### src/frsn_pkg.sv
// shared types, codes and constants of the factor row-sum normalizer
package frsn_pkg;

    localparam int VAL_W     = 32;
    localparam int SUM_W     = 48;
    localparam int OIDX_W    = 16;
    localparam int FIDX_W    = 4;
    localparam int NF_W      = 5;
    localparam int SIZE_W    = 17;
    localparam int CFG_W     = 17;
    localparam int CFG_IDX_W = 2;
    localparam int REQ_W     = 2;
    localparam int ST_W      = 2;
    localparam int SEL_W     = 2;
    localparam int DIV_STEPS = 32;
    localparam int CNT_W     = 5;
    // largest factor count the 4-bit factor index can reach
    localparam int FIDX_SPAN = 16;

    localparam logic [REQ_W-1:0] REQ_ACC   = 2'd0;
    localparam logic [REQ_W-1:0] REQ_SCALE = 2'd1;
    localparam logic [REQ_W-1:0] REQ_NORM  = 2'd2;
    localparam logic [REQ_W-1:0] REQ_CLEAR = 2'd3;

    localparam logic [ST_W-1:0] ST_OK    = 2'd0;
    localparam logic [ST_W-1:0] ST_RANGE = 2'd1;
    localparam logic [ST_W-1:0] ST_SAT   = 2'd2;

    localparam logic [CFG_IDX_W-1:0] CFG_N_FACTORS = 2'd0;
    localparam logic [CFG_IDX_W-1:0] CFG_N_ROWS    = 2'd1;
    localparam logic [CFG_IDX_W-1:0] CFG_N_COLS    = 2'd2;

    localparam logic [SEL_W-1:0] OUT_RANGE = 2'd0;
    localparam logic [SEL_W-1:0] OUT_MUL   = 2'd1;
    localparam logic [SEL_W-1:0] OUT_DIV   = 2'd2;

    localparam logic [NF_W-1:0]   N_FACTORS_RST = 5'd16;
    localparam logic [SIZE_W-1:0] SIZE_RST      = 17'h10000;
    localparam logic [SUM_W-1:0]  SUM_MAX       = {SUM_W{1'b1}};
    localparam logic [SUM_W-1:0]  ONE_Q16       = 48'h0000_0001_0000;
    localparam logic [VAL_W-1:0]  VAL_MAX       = {VAL_W{1'b1}};
    localparam logic [CNT_W-1:0]  LAST_STEP     = 5'd31;

    typedef struct packed {
        logic             capture;
        logic             mul_lo;
        logic             mul_hi;
        logic             div_init;
        logic             div_step;
        logic             load_out;
        logic [SEL_W-1:0] out_sel;
    } cmd_t;

    typedef struct packed {
        logic [REQ_W-1:0] req;
        logic             idx_ok;
        logic             div_ovf;
        logic             out_free;
    } stat_t;

endpackage

### src/frsn_ctrl.sv
// controller state machine: sequences capture, multiply, divide and result load
module frsn_ctrl (
    input  logic            clk,
    input  logic            rst_n,
    input  logic            in_valid,
    output logic            in_stall,
    input  frsn_pkg::stat_t stat,
    output frsn_pkg::cmd_t  cmd
);
    import frsn_pkg::*;

    localparam logic [2:0] S_IDLE   = 3'd0;
    localparam logic [2:0] S_MUL_LO = 3'd1;
    localparam logic [2:0] S_MUL_HI = 3'd2;
    localparam logic [2:0] S_DIVCHK = 3'd3;
    localparam logic [2:0] S_DIV    = 3'd4;
    localparam logic [2:0] S_DONE   = 3'd5;

    logic [2:0]       state_reg, state_next;
    logic [SEL_W-1:0] sel_reg, sel_next;
    logic [CNT_W-1:0] cnt_reg, cnt_next;
    logic             accept;

    assign in_stall = (state_reg != S_IDLE);
    assign accept   = in_valid && (state_reg == S_IDLE);

    always_comb
    begin
        state_next   = state_reg;
        sel_next     = sel_reg;
        cnt_next     = cnt_reg;
        cmd          = '0;
        cmd.out_sel  = sel_reg;
        unique case (state_reg)
            S_IDLE:
            begin
                if (accept)
                begin
                    cmd.capture = 1'b1;
                    unique case (stat.req)
                        REQ_SCALE:
                        begin
                            if (stat.idx_ok)
                            begin
                                state_next = S_MUL_LO;
                                sel_next   = OUT_MUL;
                            end
                            else
                            begin
                                state_next = S_DONE;
                                sel_next   = OUT_RANGE;
                            end
                        end
                        REQ_NORM:
                        begin
                            if (stat.idx_ok)
                            begin
                                state_next = S_DIVCHK;
                                sel_next   = OUT_DIV;
                            end
                            else
                            begin
                                state_next = S_DONE;
                                sel_next   = OUT_RANGE;
                            end
                        end
                        default:
                        begin
                            // accumulate and clear finish in the capture cycle
                            state_next = S_IDLE;
                        end
                    endcase
                end
            end
            S_MUL_LO:
            begin
                cmd.mul_lo = 1'b1;
                state_next = S_MUL_HI;
            end
            S_MUL_HI:
            begin
                cmd.mul_hi = 1'b1;
                state_next = S_DONE;
            end
            S_DIVCHK:
            begin
                cmd.div_init = 1'b1;
                cnt_next     = '0;
                // quotient that cannot fit 32 bits skips the iterations
                state_next   = stat.div_ovf ? S_DONE : S_DIV;
            end
            S_DIV:
            begin
                cmd.div_step = 1'b1;
                cnt_next     = cnt_reg + 1'b1;
                if (cnt_reg == LAST_STEP)
                begin
                    state_next = S_DONE;
                end
            end
            S_DONE:
            begin
                if (stat.out_free)
                begin
                    cmd.load_out = 1'b1;
                    state_next   = S_IDLE;
                end
            end
            default:
            begin
                state_next = S_IDLE;
            end
        endcase
    end

    always_ff @(posedge clk or negedge rst_n)
    begin
        if (!rst_n)
        begin
            state_reg <= S_IDLE;
            sel_reg   <= OUT_RANGE;
            cnt_reg   <= '0;
        end
        else
        begin
            state_reg <= state_next;
            sel_reg   <= sel_next;
            cnt_reg   <= cnt_next;
        end
    end

endmodule

### src/frsn_dp.sv
// datapath: size registers, factor sums, shared multiplier, radix-2 divider, result register
module frsn_dp #(
    parameter int MAX_FACTORS = 16
) (
    input  logic                            clk,
    input  logic                            rst_n,
    input  logic                            cfg_we,
    input  logic [frsn_pkg::CFG_IDX_W-1:0]  cfg_index,
    input  logic [frsn_pkg::CFG_W-1:0]      cfg_data,
    input  logic [frsn_pkg::REQ_W-1:0]      req_type,
    input  logic [frsn_pkg::FIDX_W-1:0]     factor_index,
    input  logic [frsn_pkg::OIDX_W-1:0]     other_index,
    input  logic [frsn_pkg::VAL_W-1:0]      elem_value,
    input  frsn_pkg::cmd_t                  cmd,
    output frsn_pkg::stat_t                 stat,
    output logic                            out_valid,
    input  logic                            out_stall,
    output logic [frsn_pkg::VAL_W-1:0]      result_value,
    output logic [frsn_pkg::ST_W-1:0]       status
);
    import frsn_pkg::*;

    // only the first sixteen factors are reachable through the factor index
    localparam int SUM_DEPTH = (MAX_FACTORS < FIDX_SPAN) ? MAX_FACTORS : FIDX_SPAN;
    localparam int SUM_AW    = (SUM_DEPTH > 1) ? $clog2(SUM_DEPTH) : 1;
    localparam logic [NF_W-1:0] FACTOR_LIMIT = NF_W'(SUM_DEPTH);

    logic [NF_W-1:0]   n_factors_reg;
    logic [SIZE_W-1:0] n_rows_reg;
    logic [SIZE_W-1:0] n_cols_reg;

    logic [SUM_W-1:0]  sums_reg [SUM_DEPTH];

    logic [VAL_W-1:0]  v_reg;
    logic [SUM_W-1:0]  k_reg;
    logic              ssat_reg;
    logic [SUM_W-1:0]  lo_reg;
    logic [SUM_W-1:0]  hi_reg;
    logic [SUM_W-1:0]  rem_reg, rem_next;
    logic [VAL_W-1:0]  quo_reg, quo_next;
    logic              ovf_reg;
    logic              out_valid_reg, out_valid_next;
    logic [VAL_W-1:0]  res_reg, res_next;
    logic [ST_W-1:0]   st_reg, st_next;

    logic [SUM_AW-1:0] sel;
    logic              in_array;
    logic [SUM_W-1:0]  sum_rd;
    logic [SUM_W:0]    acc_sum;
    logic [SUM_W-1:0]  acc_sat;
    logic              f_ok;
    logic [SIZE_W-1:0] bound;
    logic              idx_ok;

    logic [VAL_W-1:0]  mul_b;
    logic [2*VAL_W-1:0] mul_res;
    logic [SUM_W:0]    mul_sum;
    logic              mul_sat;

    logic [SUM_W:0]    shifted;
    logic [SUM_W:0]    trial;
    logic              fits;
    logic              div_ovf;

    // request decode and index checks on the incoming item
    assign sel      = factor_index[SUM_AW-1:0];
    assign in_array = ({1'b0, factor_index} < FACTOR_LIMIT);
    assign sum_rd   = in_array ? sums_reg[sel] : '0;
    assign f_ok     = ({1'b0, factor_index} < n_factors_reg) && in_array;
    assign bound    = (req_type == REQ_SCALE) ? n_rows_reg : n_cols_reg;
    assign idx_ok   = f_ok && ({1'b0, other_index} < bound);
    assign acc_sum  = {1'b0, sum_rd} + {{(SUM_W-VAL_W+1){1'b0}}, elem_value};
    assign acc_sat  = acc_sum[SUM_W] ? SUM_MAX : acc_sum[SUM_W-1:0];

    // one 32x32 multiplier takes the low then the high word of the sum
    assign mul_b   = cmd.mul_hi ? {{(VAL_W-16){1'b0}}, k_reg[SUM_W-1:VAL_W]}
                                : k_reg[VAL_W-1:0];
    assign mul_res = v_reg * mul_b;
    assign mul_sum = {{(SUM_W-VAL_W+1){1'b0}}, hi_reg[15:0], 16'h0000} + {1'b0, lo_reg};
    assign mul_sat = (|hi_reg[SUM_W-1:16]) || (|mul_sum[SUM_W:VAL_W]);

    // restoring divide of elem<<16 by the sum, one quotient bit a cycle
    assign shifted = {rem_reg, quo_reg[VAL_W-1]};
    assign fits    = (shifted >= {1'b0, k_reg});
    assign trial   = shifted - {1'b0, k_reg};
    assign div_ovf = ({{(SUM_W-16){1'b0}}, v_reg[VAL_W-1:16]} >= k_reg);

    always_comb
    begin
        rem_next = rem_reg;
        quo_next = quo_reg;
        if (cmd.div_init)
        begin
            rem_next = {{(SUM_W-16){1'b0}}, v_reg[VAL_W-1:16]};
            quo_next = {v_reg[15:0], 16'h0000};
        end
        else if (cmd.div_step)
        begin
            rem_next = fits ? trial[SUM_W-1:0] : shifted[SUM_W-1:0];
            quo_next = {quo_reg[VAL_W-2:0], fits};
        end
    end

    always_comb
    begin
        res_next = res_reg;
        st_next  = st_reg;
        if (cmd.load_out)
        begin
            case (cmd.out_sel)
                OUT_MUL:
                begin
                    res_next = mul_sat ? VAL_MAX : mul_sum[VAL_W-1:0];
                    st_next  = (mul_sat || ssat_reg) ? ST_SAT : ST_OK;
                end
                OUT_DIV:
                begin
                    res_next = ovf_reg ? VAL_MAX : quo_reg;
                    st_next  = (ovf_reg || ssat_reg) ? ST_SAT : ST_OK;
                end
                default:
                begin
                    res_next = '0;
                    st_next  = ST_RANGE;
                end
            endcase
        end
    end

    always_comb
    begin
        out_valid_next = out_valid_reg;
        if (cmd.load_out)
        begin
            out_valid_next = 1'b1;
        end
        else if (out_valid_reg && !out_stall)
        begin
            out_valid_next = 1'b0;
        end
    end

    always_ff @(posedge clk or negedge rst_n)
    begin
        if (!rst_n)
        begin
            n_factors_reg <= N_FACTORS_RST;
            n_rows_reg    <= SIZE_RST;
            n_cols_reg    <= SIZE_RST;
        end
        else if (cfg_we)
        begin
            unique case (cfg_index)
                CFG_N_FACTORS: n_factors_reg <= cfg_data[NF_W-1:0];
                CFG_N_ROWS:    n_rows_reg    <= cfg_data[SIZE_W-1:0];
                CFG_N_COLS:    n_cols_reg    <= cfg_data[SIZE_W-1:0];
                default:       ;
            endcase
        end
    end

    always_ff @(posedge clk or negedge rst_n)
    begin
        if (!rst_n)
        begin
            for (int i = 0; i < SUM_DEPTH; i++)
            begin
                sums_reg[i] <= '0;
            end
        end
        else if (cmd.capture)
        begin
            if (req_type == REQ_CLEAR)
            begin
                for (int i = 0; i < SUM_DEPTH; i++)
                begin
                    sums_reg[i] <= '0;
                end
            end
            else if ((req_type == REQ_ACC) && idx_ok)
            begin
                sums_reg[sel] <= acc_sat;
            end
        end
    end

    always_ff @(posedge clk or negedge rst_n)
    begin
        if (!rst_n)
        begin
            out_valid_reg <= 1'b0;
        end
        else
        begin
            out_valid_reg <= out_valid_next;
        end
    end

    always_ff @(posedge clk)
    begin
        if (cmd.capture)
        begin
            v_reg    <= elem_value;
            // a zero sum stands for 1.0
            k_reg    <= (sum_rd == '0) ? ONE_Q16 : sum_rd;
            ssat_reg <= (sum_rd == SUM_MAX);
        end
        if (cmd.mul_lo)
        begin
            lo_reg <= mul_res[2*VAL_W-1:16];
        end
        if (cmd.mul_hi)
        begin
            hi_reg <= mul_res[SUM_W-1:0];
        end
        if (cmd.div_init)
        begin
            ovf_reg <= div_ovf;
        end
        rem_reg <= rem_next;
        quo_reg <= quo_next;
        res_reg <= res_next;
        st_reg  <= st_next;
    end

    assign stat.req      = req_type;
    assign stat.idx_ok   = idx_ok;
    assign stat.div_ovf  = div_ovf;
    assign stat.out_free = !out_valid_reg || !out_stall;

    assign out_valid    = out_valid_reg;
    assign result_value = res_reg;
    assign status       = st_reg;

endmodule

### src/factor_row_sum_normalizer_core.sv
// Factor row-sum normalizer: one request at a time. Accumulate and clear requests
// complete in the cycle they are accepted and produce no result. A scale request
// multiplies the 48-bit sum by the element through one 32x32 multiplier in two
// passes; a normalize request runs a radix-2 divider that produces one of 32
// quotient bits per cycle, and skips the divide when the quotient overflows.
// Requests out of the configured sizes return with status 1.
// The result sits in an output register, so the next request is taken while it
// waits. Sums reset to zero; no clearing pass is needed.
module factor_row_sum_normalizer_core #(
    parameter int MAX_FACTORS = 16
) (
    input  logic                            clk,
    input  logic                            rst_n,
    input  logic                            cfg_we,
    input  logic [frsn_pkg::CFG_IDX_W-1:0]  cfg_index,
    input  logic [frsn_pkg::CFG_W-1:0]      cfg_data,
    input  logic                            in_valid,
    output logic                            in_stall,
    input  logic [frsn_pkg::REQ_W-1:0]      req_type,
    input  logic [frsn_pkg::FIDX_W-1:0]     factor_index,
    input  logic [frsn_pkg::OIDX_W-1:0]     other_index,
    input  logic [frsn_pkg::VAL_W-1:0]      elem_value,
    output logic                            out_valid,
    input  logic                            out_stall,
    output logic [frsn_pkg::VAL_W-1:0]      result_value,
    output logic [frsn_pkg::ST_W-1:0]       status
);
    import frsn_pkg::*;

    cmd_t  cmd;
    stat_t stat;

    frsn_ctrl u_ctrl (
        .clk      (clk),
        .rst_n    (rst_n),
        .in_valid (in_valid),
        .in_stall (in_stall),
        .stat     (stat),
        .cmd      (cmd)
    );

    frsn_dp #(
        .MAX_FACTORS (MAX_FACTORS)
    ) u_dp (
        .clk          (clk),
        .rst_n        (rst_n),
        .cfg_we       (cfg_we),
        .cfg_index    (cfg_index),
        .cfg_data     (cfg_data),
        .req_type     (req_type),
        .factor_index (factor_index),
        .other_index  (other_index),
        .elem_value   (elem_value),
        .cmd          (cmd),
        .stat         (stat),
        .out_valid    (out_valid),
        .out_stall    (out_stall),
        .result_value (result_value),
        .status       (status)
    );

endmodule

### config.mk
export PLATFORM = sky130hd
export DESIGN_NAME = factor_row_sum_normalizer_core
export DESIGN_NICKNAME = d
export VERILOG_FILES = /design/src/frsn_pkg.sv /design/src/frsn_ctrl.sv /design/src/frsn_dp.sv /design/src/factor_row_sum_normalizer_core.sv
export SDC_FILE = /design/constraint.sdc
export NUM_CORES = 2
export LEC_CHECK = 0
export ABC_AREA = 0
export BUFFER_PORTS_ARGS = -buffer_cell sky130_fd_sc_hd__buf_2
export CAP_MARGIN = 20
export CORE_ASPECT_RATIO = 0.75
export CORE_MARGIN = 4
export CORE_UTILIZATION = 40
export CTS_CLUSTER_DIAMETER = 80
export DETAILED_ROUTE_END_ITERATION = 7
export PLACE_DENSITY = 0.64
export SLEW_MARGIN = 20
export SYNTH_ARGS = -nofsm -noshare
export SYNTH_HDL_FRONTEND = slang
export SYNTH_SLANG_ARGS = --single-unit
### constraint.sdc
create_clock -name clk -period 10.85 [get_ports clk]
set_clock_uncertainty 0.1 [all_clocks]
set_input_delay 3.255 -clock clk [delete_from_list [all_inputs] [get_ports clk]]
set_output_delay 3.255 -clock clk [all_outputs]
set_load 0.03 [all_outputs]
# Word-level counts from Yosys, hierarchy flattened
# Cells that the tools add are included.
[word_totals]
reg_bits = 1110
latchBits = 0
ramBits = 0
mem_bits_ro = 0
input_bits = 78
output_inout_bits = 36
wordCells = 137
n_memories = 0
[classes]
add_sub_neg = 4
multipliers = 1
n_div = 0
n_lt_le_gt_ge = 6
n_eq_ne = 17
shifts = 0
muxes = 44
bitwise = 1
n_reduce_logical = 29
[op_table]
columns = ["op", "n"]
rows = [
  ["768-bit 2-to-1 mux", 2],
  ["768-bit bitwise mux", 1],
  ["48-bit 2-to-1 mux", 5],
  ["48-bit binary-select mux with 4-bit select", 1],
  ["48-bit demux with 4-bit select", 1],
  ["32-bit 2-to-1 mux", 5],
  ["32-bit by 32-bit multiplier with 64-bit output", 1],
  ["32-bit case mux with 2 select lines", 1],
  ["32-bit by 48-bit adder with 49-bit output", 1],
  ["48-bit by 32-bit adder with 49-bit output", 1],
  ["49-bit by 48-bit >= comparator with 1-bit output", 1],
  ["48-bit == test (second input constant)", 1],
  ["16-bit by 48-bit >= comparator with 1-bit output", 1],
  ["48-bit zero test", 1],
  ["48-bit subtractor", 1],
  ["16-bit 2-to-1 mux", 2],
  ["32-bit OR reduction", 1],
  ["3-bit case mux with 6 select lines", 1],
  ["16-bit by 17-bit less-than comparator with 1-bit output", 1],
  ["17-bit 2-to-1 mux", 1],
  ["17-bit OR reduction", 1],
  ["3-bit 2-to-1 mux", 5],
  ["1-bit 2-to-1 mux", 12],
  ["5-bit case mux with 2 select lines", 1],
  ["25 further kinds", 53],
]

# Longest topological paths before layout
[depth]
word_depth = 9
ltp_mapped = 34
ltp_nobuf = 31

# Modules after synthesis
# Synthesis repeated with hierarchy kept, for this count alone.
[unflattened]
hier_cells = 8678
hier_area_um2 = 88710.1
[by_module_without_submodules]
columns = ["module", "n_inst", "cells_per_inst", "area_each_um2", "seq_area_each_um2"]
rows = [
  ["frsn_dp", 1, 8619, 88072.0, 28511.1],
  ["frsn_ctrl", 1, 59, 638.1, 250.2],
]

# Worst setup path after synthesis
# OpenSTA, ideal clock, no wires.
[synth_path]
path_type = "register -> register"
from = "reg u_ctrl.state_reg[1]"
to = "reg u_dp.lo_reg[46] (data pin)"
setup_time_ps = 258
arrival_time_ps = 9214
t_required_ps = 10492
slack_ps = 1278
stages_incl_launch_ff = 30
period_less_slack_ps = 9572
path_cell_list = "dfrtp_1 -> nor2b_1 -> nor2b_1 -> clkbuf_1 -> buf_1 -> nor2_1 -> clkbuf_1 -> and2_1 -> fa_1 -> inv_1 -> fa_1 -> inv_1 -> fa_1 -> inv_1 -> fa_1 -> inv_1 -> fa_1 -> fa_1 -> fa_1 -> fa_1 -> ha_1 -> a21oi_1 -> o21ai_0 -> a211o_1 -> a211o_1 -> o21ai_0 -> nand3_1 -> a41oi_1 -> o21a_1 -> xnor2_1"
[synth_between]
elab_chain_len = 4
[synth_lines]
columns = ["item", "line", "text"]
rows = [
  ["from (decl)", "frsn_ctrl.sv:19", "logic [2:0] state_reg, state_next;"],
  ["from (signal assigned)", "frsn_ctrl.sv:126", "state_reg <= state_next;"],
  ["3-bit by 2-bit == test with 1-bit output", "frsn_ctrl.sv:34", "unique case (state_reg)"],
  ["1-bit 2-to-1 mux", "frsn_ctrl.sv:34", ""],
  ["32-bit 2-to-1 mux", "frsn_dp.sv:76", "assign mul_b = cmd.mul_hi ? {{(VAL_W-16){1'b0}}, k_reg[SUM_W-1:VAL_W]}"],
  ["32-bit by 32-bit multiplier with 64-bit output", "frsn_dp.sv:78", "assign mul_res = v_reg * mul_b;"],
  ["named net u_dp.mul_res[62]", "frsn_dp.sv:56", "logic [2*VAL_W-1:0] mul_res;"],
  ["to (signal assigned)", "frsn_dp.sv:210", "lo_reg <= mul_res[2*VAL_W-1:16];"],
  ["to (decl)", "frsn_dp.sv:37", "logic [SUM_W-1:0] lo_reg;"],
]
# The timed path passes the listed nets, and every way through them passes these cells.
# A chain may end at the register's enable or synchronous reset.

# Worst setup path after layout
# Same ends and word-level chain as after synthesis.

==> impl_metrics.toml <==
[setup_path]
cp_slowest_stage_delay_ps = 820
path_class = "register to register"
r2r-end = "u_dp.lo_reg[46]$_DFFE_PP_"
cp.required_ps = 11210
crit_arrival_ps = 10420
cp-end-kind = "register"
worst_r2r_path_depth = 28
r2r_slack_ps = 790
crit_top_cell = "fa_1"
cp_slowest_cell = "nor2b_4"
crit_path_start = "u_ctrl.state_reg[1]$_DFFE_PN0P_"
cp_max_fo = 32
rr_startpoint = "u_ctrl.state_reg[1]$_DFFE_PN0P_"
start_kind = "register"

[min_path]
hold_class = "register to register"
hold_start = "u_dp.sums_reg[142]$_DFFE_PN0P_"
holdPathStages = 2
min_delay_worst_endpoint = "u_dp.sums_reg[142]$_DFFE_PN0P_"

[global_routing]
grt_use_met2 = 0.358
grt_pass1_vias = 66800
grt_start_max_net_pins = 177
grt_util_met3 = 0.0960
grt_pass1_wl_mm = 431
grt_use_total = 0.253
gr-usage-met1 = 0.359
top_usage_layer = "met1"
overflow = 0
antenna_found_initial = 14

[placement]
dp_slack_ps = 951
hpwl_mm = 199
io_buffers = 113
gp_congestion = 0.947

[sta]
setup_viol = 0
tns_ps = 0
max_freq_ghz = 0.0994
worst_slew_pin_slew_ps = 1280
slew_viol_final = 0
period_needed_ps = 10060
rsz0062_at_grt = "false"
hold_violations = 0
timing.final.ws_setup_ps = 795
relSlewSlack = 0.148
fin_crit_sh = 0.927

[floorplan]
die_h_um = 412
core_area_mm2 = 0.215
die-area_mm2 = 0.225
initial_core_util = 0.404
die_w_um = 547
ios = 114
fp-row-count = 147

[synth]
syn_nets = 9917
synth-edff-count = 244
ys_seq_area_frac = 0.330
syn-cell-area_mm2 = 0.0870
postSynthCellCount = 8539
synth-async-reset-ratio = 0.737
syn_area_per_cell_um2 = 10.2
yosysWarnings = 0
synth_ff_type = "dfrtp_1"
ys_types = 92
synth-seq-cells = 1110

[cts]
clock_path_buffers = 3
cts_setup_buffers = 0
clk_pin_slew_ps = 70
tritoncts = "built"
post_cts_resized = 0
cts_root_buffer = "clkbuf_16"
cts-htree-levels = 3
cts_buffers = 107
hold_buffers = 0
clkLatencyLatePin_ps = 750
cts_num_sinks = 1110

[routing]
viasPerCell = 5.80
drtPass1Iterations = 7
first_iter_violations = 7626
remaining_drc_errors = 0
wire_per_inst_um = 25.2
ant_nets = 0
drt_wl_total_mm = 284
num_vias = 65400

[status]
status = "finished, final reports clean"

[cells_and_area]
drive_above_1_share = 0.106
post-route-util = 0.438
area_growth_pct = 8.18
fill_cells = 20200
finalNetCount = 9728
layout_common_cells = "1324 x nand2_1, 971 x inv_1, 899 x fa_1"
largest_register_ffs = 768
final_common_cell = "nand2_1"

[job]
maxCapViolations = 0
[cells by family after synthesis]
| kind of cell | count (synthesis) | synth area share |
|---|---|---|
| simple gates | 2526 | 0.138 |
| compound gates | 1569 | 0.104 |
| buf+inv | 1540 | 0.0691 |
| fa+ha+maj | 1300 | 0.264 |
| flops | 1110 | 0.330 |
| mux | 349 | 0.0797 |
| xor+xnor | 145 | 0.0146 |
[routing by layer]
metal,vias to the layer above,routed length (um)
li1,27800,-
met1,33400,120000
met2,3677,117000
met3,577,38100
met4,14,9770
met5,-,90
[layout make-up]
type,count,area [um2],area share
well taps,2831,3540,0.0376
repair buffers,270,1940,0.0206
flip-flops and latches,1110,28800,0.305
inverters,972,3650,0.0387
clock buffers,148,2980,0.0317
clock inverters,55,553,0.00587
diodes,6,15.0,0.000159
multi-input cells,5889,52700,0.560
[cell usage after synthesis, types with 48 or more instances]
| cell type | n | share of area |
|---|---|---|
| xor2_1 | 55 | 0.0055 |
| buf_2 | 75 | 0.0043 |
| clkbuf_1 | 432 | 0.019 |
| nand2_1 | 1327 | 0.057 |
| nand3_1 | 56 | 0.0032 |
| and2_1 | 544 | 0.039 |
| xnor2_1 | 90 | 0.0091 |
| fa_1 | 899 | 0.21 |
| inv_1 | 971 | 0.042 |
| nand4_1 | 52 | 0.0037 |
| a21oi_1 | 216 | 0.012 |
| o21ai_1 | 232 | 0.013 |
| nor2_1 | 227 | 0.0098 |
| o21ai_0 | 716 | 0.041 |
| o21a_1 | 48 | 0.0041 |
| mux4_2 | 271 | 0.070 |
| ha_1 | 401 | 0.058 |
| dfrtp_1 | 815 | 0.23 |
| a21o_1 | 109 | 0.0094 |
| edfxtp_1 | 244 | 0.084 |
| dfxtp_1 | 48 | 0.011 |
| nor2b_1 | 90 | 0.0065 |
[stage by stage]
stage                     std cells  instance area (um2)  hold slack, ps
after floorplan                8539                87000             345
after global placement        11100                90500             356
after detailed placement      11100                90600             365
after CTS                     11300                94100             380
after global routing          11300                94100             385
final                         11300                94200             376
[worst max path at each step]
stage	endpoint	slack (ps)	cells after the start
2_1_floorplan	u_dp.lo_reg[46]$_DFFE_PP_	1280	29
3_3_place_gp	u_dp.lo_reg[46]$_DFFE_PP_	1070	27
3_5_place_dp	u_dp.lo_reg[46]$_DFFE_PP_	950	28
4_1_cts	u_dp.lo_reg[34]$_DFFE_PP_	900	29
5_1_grt	u_dp.lo_reg[34]$_DFFE_PP_	160	29
6_report	u_dp.lo_reg[46]$_DFFE_PP_	790	28
[worst max-delay path, delay by kind of cell, from the launching register on]
| family | cells | cell delay (ps) |
|---|---|---|
| and+or+nand+nor | 5 | 1640 |
| adders and majority gates | 9 | 4400 |
| buffers and inverters | 6 | 1070 |
| AOI/OAI and AO/OA | 7 | 2000 |
| DFF | 1 | 440 |
| xor gates and xnor gates | 1 | 70 |
Power is not shown: default switching activity piles up to over one toggle a cycle in this logic, so the estimate is an artifact.
